[config.mk]
export PLATFORM = sky130hd
export DESIGN_NAME = circular_deque
export DESIGN_NICKNAME = d
export VERILOG_FILES = /design/src/rtl/cdq_pkg.sv /design/src/rtl/cdq_ram.sv /design/src/rtl/cdq_ctrl.sv /design/src/rtl/cdq_dpath.sv /design/src/rtl/circular_deque.sv
export SDC_FILE = /design/constraint.sdc
export NUM_CORES = 1
export LEC_CHECK = 0
export BUFFER_PORTS_ARGS = -buffer_cell sky130_fd_sc_hd__buf_2
export CORE_MARGIN = 1.5
export CORE_UTILIZATION = 35
export CTS_CLUSTER_DIAMETER = 150
export DETAILED_ROUTE_END_ITERATION = 10
export SETUP_SLACK_MARGIN = 0.15
export SLEW_MARGIN = 20
export SYNTH_ARGS = -nofsm -noshare
export SYNTH_HDL_FRONTEND = slang
export SYNTH_HIERARCHICAL = 1
export SYNTH_SLANG_ARGS = --single-unit
[constraint.sdc]
create_clock -name clk -period 13.8 [get_ports clk]
set_input_delay 2.07 -clock clk [delete_from_list [all_inputs] [get_ports clk]]
set_output_delay 2.07 -clock clk [all_outputs]
set_load 0.02 [all_outputs]
[src/rtl/cdq_pkg.sv]
package cdq_pkg;

	// Fixed field widths
	localparam int FUNC_W = 3;
	localparam int CFG_W  = 5;
	localparam int OUT_W  = 32;

	// Defaults for the top-level parameters
	localparam int DEF_MAX_DEPTH  = 16;
	localparam int DEF_DATA_WIDTH = 32;

	// Capacity after reset, before clamping to the ring depth
	localparam int CAP_RESET = 16;

	// Operation codes; the unused codes act as a query
	localparam logic [FUNC_W-1:0] F_INS_FRONT = 3'd0;
	localparam logic [FUNC_W-1:0] F_INS_REAR  = 3'd1;
	localparam logic [FUNC_W-1:0] F_DEL_FRONT = 3'd2;
	localparam logic [FUNC_W-1:0] F_DEL_REAR  = 3'd3;
	localparam logic [FUNC_W-1:0] F_QUERY     = 3'd4;

	// Commands from the controller to the datapath
	typedef struct packed {
		logic capture;
		logic exec;
		logic read;
	} cmd_t;

endpackage

[src/rtl/cdq_ram.sv]
module cdq_ram #(
	parameter int WIDTH = 32,
	parameter int DEPTH = 16,
	localparam int AW = (DEPTH > 1) ? $clog2(DEPTH) : 1
) (
	input  logic             clk,
	input  logic             we,
	input  logic [AW-1:0]    waddr,
	input  logic [WIDTH-1:0] wdata,
	input  logic             re,
	input  logic [AW-1:0]    raddr_a,
	input  logic [AW-1:0]    raddr_b,
	output logic [WIDTH-1:0] rdata_a,
	output logic [WIDTH-1:0] rdata_b
);

	logic [WIDTH-1:0] mem_q [DEPTH];

	// Write one word
	always_ff @(posedge clk) begin
		if (we) begin
			mem_q[waddr] <= wdata;
		end
	end

	// Register both read ports
	always_ff @(posedge clk) begin
		if (re) begin
			rdata_a <= mem_q[raddr_a];
			rdata_b <= mem_q[raddr_b];
		end
	end

endmodule

[src/rtl/cdq_ctrl.sv]
module cdq_ctrl
	import cdq_pkg::*;
(
	input  logic clk,
	input  logic arst_n,
	input  logic start,
	output logic busy,
	output logic done,
	output cmd_t cmd
);

	localparam logic [1:0] ST_IDLE = 2'd0;
	localparam logic [1:0] ST_EXEC = 2'd1;
	localparam logic [1:0] ST_READ = 2'd2;
	localparam logic [1:0] ST_RESP = 2'd3;

	logic [1:0] state_q;
	logic [1:0] state_d;
	logic       accept;

	// Take a new item while idle or while the last result is shown
	assign busy   = (state_q == ST_EXEC) || (state_q == ST_READ);
	assign accept = start && !busy;
	assign done   = (state_q == ST_RESP);

	assign cmd.capture = accept;
	assign cmd.exec    = (state_q == ST_EXEC);
	assign cmd.read    = (state_q == ST_READ);

	// Advance through update, read and response
	always_comb begin
		unique case (state_q)
			ST_IDLE: state_d = accept ? ST_EXEC : ST_IDLE;
			ST_EXEC: state_d = ST_READ;
			ST_READ: state_d = ST_RESP;
			ST_RESP: state_d = accept ? ST_EXEC : ST_IDLE;
			default: state_d = ST_IDLE;
		endcase
	end

	always_ff @(posedge clk or negedge arst_n) begin
		if (!arst_n) begin
			state_q <= ST_IDLE;
		end else begin
			state_q <= state_d;
		end
	end

endmodule

[src/rtl/cdq_dpath.sv]
module cdq_dpath
	import cdq_pkg::*;
#(
	parameter int MAX_DEPTH  = DEF_MAX_DEPTH,
	parameter int DATA_WIDTH = DEF_DATA_WIDTH
) (
	input  logic               clk,
	input  logic               arst_n,
	input  cmd_t               cmd,
	input  logic [FUNC_W-1:0]  func,
	input  logic signed [31:0] data_value,
	input  logic               cfg_we,
	input  logic [CFG_W-1:0]   cfg_data,
	output logic               ok,
	output logic signed [31:0] front_value,
	output logic signed [31:0] rear_value,
	output logic               is_empty,
	output logic               is_full
);

	localparam int IDX_W = (MAX_DEPTH > 1) ? $clog2(MAX_DEPTH) : 1;
	localparam int CAP_W = IDX_W + 1;
	localparam int CAP_RST_I = (CAP_RESET > MAX_DEPTH) ? MAX_DEPTH : CAP_RESET;
	localparam logic [CAP_W-1:0] CAP_RST = CAP_W'(CAP_RST_I);
	localparam logic [DATA_WIDTH-1:0] EMPTY_WORD = '1;
	localparam logic [OUT_W-1:0] EMPTY_OUT = OUT_W'(64'(EMPTY_WORD));

	function automatic logic [IDX_W-1:0] slot_next(input logic [IDX_W-1:0] i,
	                                               input logic [CAP_W-1:0] cap);
		logic [CAP_W-1:0] s;
		s = CAP_W'(i) + CAP_W'(1);
		return (s >= cap) ? '0 : s[IDX_W-1:0];
	endfunction

	function automatic logic [IDX_W-1:0] slot_prev(input logic [IDX_W-1:0] i,
	                                               input logic [CAP_W-1:0] cap);
		return (i == '0) ? IDX_W'(cap - CAP_W'(1)) : i - IDX_W'(1);
	endfunction

	logic [FUNC_W-1:0]     func_q;
	logic [31:0]           data_q;
	logic [IDX_W-1:0]      head_q, tail_q;
	logic [IDX_W-1:0]      head_d, tail_d;
	logic                  empty_q, empty_d;
	logic [CAP_W-1:0]      cap_q;
	logic [CAP_W-1:0]      cap_d;
	logic                  ok_q, ok_d;
	logic                  full;
	logic                  we;
	logic [IDX_W-1:0]      waddr;
	logic [DATA_WIDTH-1:0] wdata;
	logic [DATA_WIDTH-1:0] rd_front, rd_rear;
	logic [31:0]           cfg_wide;
	logic [63:0]           data_wide;

	// Clamp the written capacity to 1..MAX_DEPTH
	always_comb begin
		cfg_wide = (cfg_data == '0) ? 32'd1 : 32'(cfg_data);
		if (cfg_wide > 32'(MAX_DEPTH)) begin
			cfg_wide = 32'(MAX_DEPTH);
		end
		cap_d = CAP_W'(cfg_wide);
	end

	assign full = !empty_q && (head_q == slot_next(tail_q, cap_q));

	// Store the low DATA_WIDTH bits of the inserted value
	assign data_wide = {32'b0, data_q};
	assign wdata     = data_wide[DATA_WIDTH-1:0];

	// Work out the new indices, flag and store write
	always_comb begin
		head_d  = head_q;
		tail_d  = tail_q;
		empty_d = empty_q;
		ok_d    = 1'b1;
		we      = 1'b0;
		waddr   = '0;
		unique case (func_q)
			F_INS_FRONT, F_INS_REAR: begin
				if (full) begin
					ok_d = 1'b0;
				end else if (empty_q) begin
					head_d  = '0;
					tail_d  = '0;
					empty_d = 1'b0;
					we      = 1'b1;
				end else if (func_q == F_INS_FRONT) begin
					head_d = slot_prev(head_q, cap_q);
					waddr  = head_d;
					we     = 1'b1;
				end else begin
					tail_d = slot_next(tail_q, cap_q);
					waddr  = tail_d;
					we     = 1'b1;
				end
			end
			F_DEL_FRONT, F_DEL_REAR: begin
				if (empty_q) begin
					ok_d = 1'b0;
				end else if (head_q == tail_q) begin
					empty_d = 1'b1;
				end else if (func_q == F_DEL_FRONT) begin
					head_d = slot_next(head_q, cap_q);
				end else begin
					tail_d = slot_prev(tail_q, cap_q);
				end
			end
			default: begin
				ok_d = 1'b1;
			end
		endcase
	end

	// Hold the accepted item
	always_ff @(posedge clk) begin
		if (cmd.capture) begin
			func_q <= func;
			data_q <= data_value;
		end
	end

	// Update ring state; a capacity write empties the deque
	always_ff @(posedge clk or negedge arst_n) begin
		if (!arst_n) begin
			head_q  <= '0;
			tail_q  <= '0;
			empty_q <= 1'b1;
			cap_q   <= CAP_RST;
			ok_q    <= 1'b0;
		end else if (cfg_we) begin
			head_q  <= '0;
			tail_q  <= '0;
			empty_q <= 1'b1;
			cap_q   <= cap_d;
		end else if (cmd.exec) begin
			head_q  <= head_d;
			tail_q  <= tail_d;
			empty_q <= empty_d;
			ok_q    <= ok_d;
		end
	end

	cdq_ram #(
		.WIDTH (DATA_WIDTH),
		.DEPTH (MAX_DEPTH)
	) u_ram (
		.clk     (clk),
		.we      (cmd.exec && we),
		.waddr   (waddr),
		.wdata   (wdata),
		.re      (cmd.read),
		.raddr_a (head_q),
		.raddr_b (tail_q),
		.rdata_a (rd_front),
		.rdata_b (rd_rear)
	);

	// Drive the result from registered state and read data
	assign ok          = ok_q;
	assign is_empty    = empty_q;
	assign is_full     = full;
	assign front_value = $signed(empty_q ? EMPTY_OUT : OUT_W'(64'(rd_front)));
	assign rear_value  = $signed(empty_q ? EMPTY_OUT : OUT_W'(64'(rd_rear)));

endmodule

[src/rtl/circular_deque.sv]
// Channel   | Signals                                  | Transfer
// ----------+------------------------------------------+------------------------------
// item in   | start, busy, func, data_value            | start high, busy low
// result    | done, ok, front_value, rear_value,       | done high, one cycle only
//           | is_empty, is_full                        |
// config    | cfg_valid, cfg_ready, cfg_data           | cfg_valid and cfg_ready high
//
// An item passes through index update and store write, a two-port
// store read, then the result on the ports. The next item can be taken
// while the result is shown, but not during the update or the read.
// Reset empties the deque and sets capacity to 16, clamped to MAX_DEPTH.
// The result is shown for exactly one cycle; the receiver cannot hold it.
module circular_deque
	import cdq_pkg::*;
#(
	parameter int MAX_DEPTH  = DEF_MAX_DEPTH,
	parameter int DATA_WIDTH = DEF_DATA_WIDTH
) (
	input  logic               clk,
	input  logic               arst_n,
	input  logic               start,
	output logic               busy,
	input  logic [FUNC_W-1:0]  func,
	input  logic signed [31:0] data_value,
	input  logic               cfg_valid,
	output logic               cfg_ready,
	input  logic [CFG_W-1:0]   cfg_data,
	output logic               done,
	output logic               ok,
	output logic signed [31:0] front_value,
	output logic signed [31:0] rear_value,
	output logic               is_empty,
	output logic               is_full
);

	cmd_t cmd;

	// Accept configuration whenever no item is in flight
	assign cfg_ready = !busy;

	cdq_ctrl u_ctrl (
		.clk    (clk),
		.arst_n (arst_n),
		.start  (start),
		.busy   (busy),
		.done   (done),
		.cmd    (cmd)
	);

	cdq_dpath #(
		.MAX_DEPTH  (MAX_DEPTH),
		.DATA_WIDTH (DATA_WIDTH)
	) u_dpath (
		.clk         (clk),
		.arst_n      (arst_n),
		.cmd         (cmd),
		.func        (func),
		.data_value  (data_value),
		.cfg_we      (cfg_valid && cfg_ready),
		.cfg_data    (cfg_data),
		.ok          (ok),
		.front_value (front_value),
		.rear_value  (rear_value),
		.is_empty    (is_empty),
		.is_full     (is_full)
	);

endmodule

==> results of run 1 <==
-- placed cells by master (no fill, tap or decap), types with 13 or more instances in the layout --
cell / instances
nand2_1: 74
buf_2: 113
buf_4: 35
or2_2: 64
nor2_4: 14
inv_1: 20
mux4_2: 256
ha_1: 18
clkbuf_16: 71
a22oi_1: 129
clkinv_1: 13
edfxtp_1: 611
-- logic make-up after synthesis --
| logic type | synth area share |
|---|---|
| AOI/OAI and AO/OA | 0.0540 |
| xor gates and xnor gates | 0.00365 |
| adders and majority gates | 0.00846 |
| buffers and inverters | 0.0203 |
| DFF | 0.668 |
| muxes | 0.206 |
| and+or+nand+nor | 0.0396 |
-- through the flow --
stage / cell area [µm²] / cells / hold slack, ns / utilization / setup WS [ns]
2_1_floorplan: 28100 / 1457 / 0.491 / - / 7.84
3_3_place_gp: 29900 / 2554 / 0.528 / 0.378 / 8.30
3_5_place_dp: 30000 / 2556 / 0.528 / 0.378 / 8.23
4_1_cts: 32200 / 2680 / 0.538 / 0.407 / 7.68
5_1_grt: 32200 / 2680 / 0.588 / 0.407 / 7.37
6_report: 32200 / 2680 / 0.539 / 0.407 / 7.70
-- sequential cells by signal, indices dropped and copies added, names as in the netlist, 2 cells and up --
name                   cells
u_dpath/u_ram/mem_q      512
u_dpath/data_q            32
u_dpath/u_ram/rdata_b     32
u_dpath/u_ram/rdata_a     32
u_dpath/func_q             3
u_dpath/cap_q              5
u_dpath/head_q             4
u_dpath/tail_q             4
u_ctrl/state_q             2
-- routing by layer --
metal  vias to the layer above  wire (µm)  GRT usage
met5                         -          0          0
met4                         0       1590     0.0562
met3                        93       4790     0.0284
met2                       584      37300      0.309
met1                      8023      30200      0.241
li1                       6419          -          -
-- area by class of cell --
class                           instances  area (µm²)
Clock buffer                           83        1820
Fill cell                            7005       47000
Timing Repair Buffer                  151         895
Multi-Input combinational cell        707        8930
Tap cell                             1050        1310
Sequential cell                       628       18800
Inverter                               20        75.1
Clock inverter                         41         412
-- final timing paths --
check	end	depth (start not counted)
min in group asynchronous	u_dpath/tail_q[0]$_DFFE_PN0P_	1
worst max-delay path	is_full	9
worst min-delay path	u_dpath/cap_q[4]$_DFFE_PN1P_	2
worst max register to register	u_dpath/u_ram/mem_q[5][1]$_DFFE_PP_	12
worst min register to register	u_dpath/cap_q[4]$_DFFE_PN1P_	2
max in group asynchronous	u_dpath/tail_q[1]$_DFFE_PN0P_	1
-- worst min-delay path, cell delays in order, from the launching register on --
cell and delay, ns:
dfstp_2 0.36, inv_1 0.09, o21ai_0 0.09
-- power breakdown --
group	internal, mW	switching, mW
registers	2.46	0.240
logic	0.813	1.14
clock network	1.08	0.749
total	4.35	2.13
==> metrics, run 1 <==
async set-reset flop share out of synthesis=0.0271; critical path class=flop to primary output; WP buf/inv=1; family with the most delay on the worst path=compound AO/OA/AOI/OAI gates; maximum VDD drop=96.3 µV; port buffer count=113; maxcap violations=0; hold crit path type=flop to flop; router iterations before antenna repair=7; vias in the first global route=16000; Post-Route WL=73.8 mm; Worst-Skew Late Latency=0.62 ns; CTS Buf Count=69; fin nets=1640; CP startpoint=u_dpath/tail_q[0]$_DFFE_PN0P_; cell area after synthesis=0.0281 mm²; pwr/cell area=201 mW/mm²; Setup TNS Final=0 ns; # clock sinks=628; syn nets=1520; core area=0.0793 mm²; die area=0.0820 mm²; total global routing track utilization=0.182; worst-path fanout max=17; syn avg cell area=19.3 µm²; post-synthesis register bit count=628; CP arrival=4.03 ns; min-delay src=u_dpath/cap_q[4]$_DFFE_PN1P_; CP startpoint kind=flop; DP Wirelength=43.2 mm; Worst R2R Setup Slack=8.14 ns; global-route wire length before repair=109 mm; post-synth cell types=64; cells after synthesis=1457; Starting Density=0.355; vias per inst=5.64; H-tree depth=3; antenna-violating nets left=0; Fin. Hold Viols=0; Area growth syn-to-layout=14.7%; Slew @ Worst Pin=1.16 ns; Pleak=9.91 nW; top cell type's share of synthesized area=0.653; row cnt=103; via count=15100; Yosys warning count=6; CP most frequent cell=ha_1; I/O pins=114; Peak Freq=164 MHz; cell with the most instances after synthesis=edfxtp_1; Critical Path RT=11.73 ns; clock slew at reported path FFs=0.06 ns; final worst-path cycle share=0.442; RSZ-0062 raised after global routing=no; RD Place Congestion=0.831; Post-synth EDFFs=611; Post-Route Skew=0.0381 ns; normalized max-slew margin=0.227; register area share after synthesis=0.668; Slew Limit Fails=0; grt total ovfl=0; drt drc=0; hold buffers post-CTS=0; CTS Buffer Depth=3; ranking of synthesized cells by area=edfxtp_1, mux4_2, a22oi_1; CTS resizes=0; 1st-iter DRT viols=1611; Die W=286 µm; Setup violations, final=0; status=finished clean; layout cells sized above 1=0.376; CTS tree=done; Die H=286 µm; initial antenna violation count=0; Period minus WS final=6.10 ns; largest net degree at the start of global routing=73; Worst R2R Start=u_dpath/tail_q[0]$_DFFE_PN0P_; largest stage delay on the critical path=0.61 ns; CP endpoint kind=primary output; slowest library cell on the worst path=dfrtp_4; Avg WL per Cell=27.6 µm; Clock Tree Root=clkbuf_16; Antenna Cells=0; commonest register cell after synthesis=edfxtp_1; most frequent cells after synthesis=edfxtp_1, mux4_2, a22oi_1, nand2_1, or2_2; largest area contributor in the netlist=edfxtp_1; Cell Chain, Critical Path=ha_1, xor2_2, ha_1, a21oi_1, o21ai_0, a2111oi_0, a22oi_1, nor2_2, buf_2; # Post-CTS Setup Buffers=0; Final Power=6.48 mW
No activity file was read; power rests on OpenSTA's default activity.
==> run 2, diff against run 1 <==
==> constraint.sdc (replaced) <==
create_clock -name clk -period 6.1 [get_ports clk]
set_input_delay 0.915 -clock clk [delete_from_list [all_inputs] [get_ports clk]]
set_output_delay 0.915 -clock clk [all_outputs]
set_load 0.02 [all_outputs]
==> metrics, run 2 (same netlist as run 1, synthesis figures left out) <==
Clock Tree Root=clkbuf_16; normalized max-slew margin=0.294; Fin. Hold Viols=0; RSZ-0062 raised after global routing=no; initial antenna violation count=5; critical path class=flop to flop; largest stage delay on the critical path=0.82 ns; Cell Chain, Critical Path=ha_1, xor2_2, ha_1, a21oi_1, o21ai_0, a2111oi_0, a22oi_1, nor2_2, nor3_1, buf_4, nand2b_1, nor2_4, buf_4; Avg WL per Cell=28.2 µm; final worst-path cycle share=0.868; Antenna Cells=0; 1st-iter DRT viols=1603; RD Place Congestion=0.806; status=finished clean; H-tree depth=3; # clock sinks=628; CP endpoint kind=flop; pwr/cell area=453 mW/mm²; antenna-violating nets left=0; layout cells sized above 1=0.381; hold buffers post-CTS=0; Critical Path RT=6.38 ns; Peak Freq=189 MHz; Final Core Density=0.407; WP buf/inv=2; most common cell after layout, fill and taps aside=edfxtp_1; port buffer count=113; Final Power=14.6 mW; max reg flops=512; maxcap violations=0; Placed Area=0.0301 mm²; Starting Density=0.355; global-route wire length before repair=111 mm; critical path depth=13; core area=0.0793 mm²; vias in the first global route=16200; row cnt=103; Slew @ Worst Pin=1.06 ns; fin area=0.0323 mm²; slowest library cell on the worst path=dfrtp_4; worst-path fanout max=29; family with the most delay on the worst path=compound AO/OA/AOI/OAI gates; # Post-CTS Setup Buffers=0; I/O pins=114; via count=15500; r2r worst-path depth=13; most frequent cells in the layout=edfxtp_1, mux4_2, a22oi_1, buf_2, nand2_1; router iterations before antenna repair=7; vias per inst=5.78; CP arrival=5.57 ns; CTS Buf Count=68; Worst R2R Setup Slack=0.81 ns; Area growth syn-to-layout=14.9%; largest reg by FF count=u_dpath/u_ram/mem_q; Worst-Skew Late Latency=0.61 ns; Setup violations, final=0; largest net degree at the start of global routing=76; Post-Route WL=75.7 mm; Die W=286 µm; total global routing track utilization=0.187; CP startpoint kind=flop; Pleak=9.96 nW; die area=0.0820 mm²; Slew Limit Fails=0; drt drc=0; clock slew at reported path FFs=0.06 ns; maximum VDD drop=225 µV; Setup TNS Final=0 ns; Period minus WS final=5.29 ns; CTS resizes=0; hold crit path type=input pin to async pin; DP Wirelength=47.0 mm; fin nets=1651; grt total ovfl=0; pre-CTS setup slack=0.841 ns; CTS tree=done; final worst slack=0.808 ns; CTS Buffer Depth=3; Die H=286 µm; Post-Route Skew=0.0293 ns
[run 2: layer usage]
| layer | global-route usage | wire (µm) | share of wire | vias up |
|---|---|---|---|---|
| met1 | 0.253 | 31000 | 0.41 | 8279 |
| met2 | 0.303 | 36900 | 0.49 | 652 |
| met3 | 0.0391 | 5540 | 0.073 | 146 |
| li1 | - | - | - | 6426 |
| met4 | 0.0597 | 2150 | 0.028 | 10 |
| met5 | 0 | 70 | 0.00093 | - |
[run 2: path summary, 6_finish.rpt]
path	from	to
worst max-delay path	u_dpath/tail_q[0]$_DFFE_PN0P_	u_dpath/u_ram/mem_q[13][21]$_DFFE_PP_
worst min-delay path	arst_n	u_dpath/head_q[3]$_DFFE_PN0P_
worst max register to register	u_dpath/tail_q[0]$_DFFE_PN0P_	u_dpath/u_ram/mem_q[13][21]$_DFFE_PP_
worst min register to register	u_dpath/cap_q[4]$_DFFE_PN1P_	u_dpath/cap_q[4]$_DFFE_PN1P_
max in group asynchronous	arst_n	u_dpath/tail_q[0]$_DFFE_PN0P_
min in group clk	data_value[13]	u_dpath/data_q[13]$_DFFE_PP_
[run 2: metrics by stage]
step	std cells	hold slack (ns)
after floorplan	1457	0.491
after global placement	2568	0.566
after detailed placement	2568	0.562
after CTS	2686	0.246
after global routing	2686	0.272
final	2686	0.261
[run 2: power breakdown]
group	internal, mW	total (mW)	leakage (nW)	switching [mW]
clock	2.34	4.00	1.06	1.66
combinational	1.85	4.45	3.15	2.61
sequential	5.56	6.17	5.75	0.605
total	9.75	14.6	9.96	4.87
[run 2: final cells by class]
cell class | count | area, µm²
timing repair buffer | 163 | 1030
inverter | 20 | 75.1
multi-input combinational | 707 | 8930
clock inverter | 35 | 329
fill | 6990 | 47000
tap | 1050 | 1310
clock buffer | 83 | 1820
sequential | 628 | 18800
==> run 3, diff against run 2 <==
--- a/config.mk
+++ b/config.mk
@@ -5,6 +5,8 @@
 export SDC_FILE = /design/constraint.sdc
 export NUM_CORES = 1
 export LEC_CHECK = 0
+export ABC_AREA = 1
+export ABC_CLOCK_PERIOD_IN_PS = 6100
 export BUFFER_PORTS_ARGS = -buffer_cell sky130_fd_sc_hd__buf_2
 export CORE_MARGIN = 1.5
 export CORE_UTILIZATION = 35
==> metrics, run 3 <==
status=finished clean; # Post-CTS Setup Buffers=0; router iterations before antenna repair=6; antenna-violating nets left=0; core area=0.0921 mm²; crit path capture=u_dpath/u_ram/mem_q[8][8]$_DFFE_PP_; Pleak=15.6 nW; Placed Area=0.0340 mm²; Critical Path RT=6.41 ns; # clock sinks=628; final worst-path cycle share=0.759; layout cells sized above 1=0.101; CTS Buf Count=69; most frequent cells in the layout=nand2_1, nand3_1, edfxtp_1, inv_1, buf_2; Yosys warning count=6; Combinational Power Share=0.407; vias per inst=5.18; row cnt=111; largest reg by FF count=u_dpath/u_ram/mem_q; worst-path fanout max=33; pwr/cell area=483 mW/mm²; RD Place Congestion=0.865; global-route wire length before repair=154 mm; P_sw=7.52 mW; Worst-Skew Late Latency=0.62 ns; I/O pins=114; cells after synthesis=3705; largest area contributor in the netlist=edfxtp_1; switching share of power=0.431; Post-synth EDFFs=611; Pint=9.92 mW; maximum VDD drop=346 µV; Post-Route Skew=0.0201 ns; Worst R2R Start=u_dpath/tail_q[1]$_DFFE_PN0P_; CP startpoint kind=flop; Reg area=0.0188 mm²; footprint of the multi-input gates=0.0104 mm²; CTS tree=done; clock share of power=0.231; DP Wirelength=60.7 mm; Setup TNS Final=0 ns; Avg WL per Cell=20.6 µm; most frequent cells after synthesis=nand2_1, nand3_1, edfxtp_1, inv_1, buf_2; Slew @ Worst Pin=1.13 ns; Peak Freq=216 MHz; async set-reset flop share out of synthesis=0.0271; Worst R2R Setup Slack=1.47 ns; Setup violations, final=0; Slew Limit Fails=0; normalized max-slew margin=0.244; syn avg cell area=8.83 µm²; post-synthesis register bit count=628; Die H=309 µm; fin area=0.0361 mm²; r2r worst-path depth=16; fill count=9113; ranking of synthesized cells by area=edfxtp_1, nand3_1, nand2_1; CP startpoint=u_dpath/tail_q[1]$_DFFE_PN0P_; Die W=309 µm; r2r endpoint=u_dpath/u_ram/mem_q[8][8]$_DFFE_PP_; most common cell after layout, fill and taps aside=nand2_1; largest net degree at the start of global routing=148; port buffer count=113; maxcap violations=0; sequential share of power=0.362; CTS Buffer Depth=3; Clock Tree Root=clkbuf_16; via count=25900; initial antenna violation count=3; Starting Density=0.355; post-synth cell types=39; Area growth syn-to-layout=10.5%; cell area after synthesis=0.0327 mm²; final worst slack=1.47 ns; CTS resizes=0; die area=0.0953 mm²; register area share after synthesis=0.574; pre-CTS setup slack=1.58 ns; grt total ovfl=0; 1st-iter DRT viols=3242; RSZ-0062 raised after global routing=no; H-tree depth=3; drt drc=0; top cell type's share of synthesized area=0.561; CP arrival=4.94 ns; Post-Route WL=103 mm; syn nets=3768; Period minus WS final=4.63 ns; hold crit path type=input pin to async pin; fin nets=3773; CP endpoint kind=flop; commonest register cell after synthesis=edfxtp_1; critical path class=flop to flop; max reg flops=512; cell with the most instances after synthesis=nand2_1; total global routing track utilization=0.215; clock slew at reported path FFs=0.06 ns; Fin. Hold Viols=0; vias in the first global route=24900; hold buffers post-CTS=0
[run 3: cell types whose count changed in the layout (fill, tap and decap cells not counted), moves of 7 or more]
cell,before,now
nand2_1,74,1152
nand3_1,5,908
inv_1,20,558
mux4_2,256,0
a22oi_1,129,0
nor2_1,12,31
nand4_1,1,17
o21ai_0,9,21
a221oi_1,11,0
inv_2,0,11
nor3_1,8,1
[run 3: cell type report]
type | instances | share of cell area
antenna | 1 | 0.0000692
tap | 1243 | 0.0430
clock buffer | 82 | 0.0497
inverter | 573 | 0.0601
multi-input combinational | 2278 | 0.289
sequential | 628 | 0.520
timing repair buffer | 160 | 0.0284
clock inverter | 36 | 0.00973
[run 3: critical path, stage by stage, from the launching register on]
cell,delay [ns]
dfrtp_4,0.72
ha_1,0.36
xor2_4,0.22
ha_1,0.28
nand2_1,0.08
nand2_2,0.07
a21oi_4,0.23
nand3_2,0.13
nand2_1,0.08
nand2_1,0.08
nor2_2,0.11
nand3_1,0.11
nand3_1,0.15
nor2_1,0.10
nand3b_1,0.41
nor2_4,0.80
buf_4,0.37
[run 3: logic make-up (layout without fill, tap and decap cells)]
group	Yosys count	in the layout	share of synthesized area
and+or+nand+nor	2207	2207	0.297
DFF	628	628	0.574
AOI/OAI and AO/OA	41	41	0.00738
other	0	1	0
buffers and inverters	799	851	0.111
xor gates and xnor gates	11	11	0.00352
adders and majority gates	19	19	0.00727
[run 3: power groups by stage]
stage	clock network, mW	logic, mW	registers (mW)
after floorplan	0	5.19	5.92
after global placement	0	7.00	6.41
after detailed placement	0	7.02	6.42
after CTS	4.12	7.04	6.33
after global routing	4.28	7.74	6.39
final	4.03	7.10	6.32
[run 3: per-layer routing]
metal / wire length, µm / track usage / vias up
li1: - / - / 12100
met1: 42700 / 0.288 / 12400
met2: 47600 / 0.347 / 1290
met3: 9430 / 0.0367 / 191
met4: 3170 / 0.0790 / 2
met5: 7 / 0 / -
[run 3: worst min-delay path by stage]
stage | start | end | cells past startpoint
floorplan | u_dpath/cap_q[4]$_DFFE_PN1P_ | u_dpath/cap_q[4]$_DFFE_PN1P_ | 2
global placement | u_dpath/cap_q[4]$_DFFE_PN1P_ | u_dpath/cap_q[4]$_DFFE_PN1P_ | 2
finish | arst_n | u_dpath/tail_q[1]$_DFFE_PN0P_ | 1
CTS | arst_n | u_ctrl/state_q[1]$_DFF_PN0_ | 1
detailed placement | u_dpath/cap_q[4]$_DFFE_PN1P_ | u_dpath/cap_q[4]$_DFFE_PN1P_ | 2
global route | arst_n | u_ctrl/state_q[1]$_DFF_PN0_ | 1
[run 3: through the flow]
stage | utilization | cells | hold slack, ns | power [mW]
3_5_place_dp | 0.369 | 4881 | 0.577 | 13.4
5_1_grt | 0.392 | 5000 | 0.264 | 18.4
3_3_place_gp | 0.369 | 4881 | 0.563 | 13.4
6_report | 0.393 | 5001 | 0.250 | 17.4
4_1_cts | 0.392 | 4999 | 0.237 | 17.5
2_1_floorplan | - | 3705 | 0.489 | 11.1
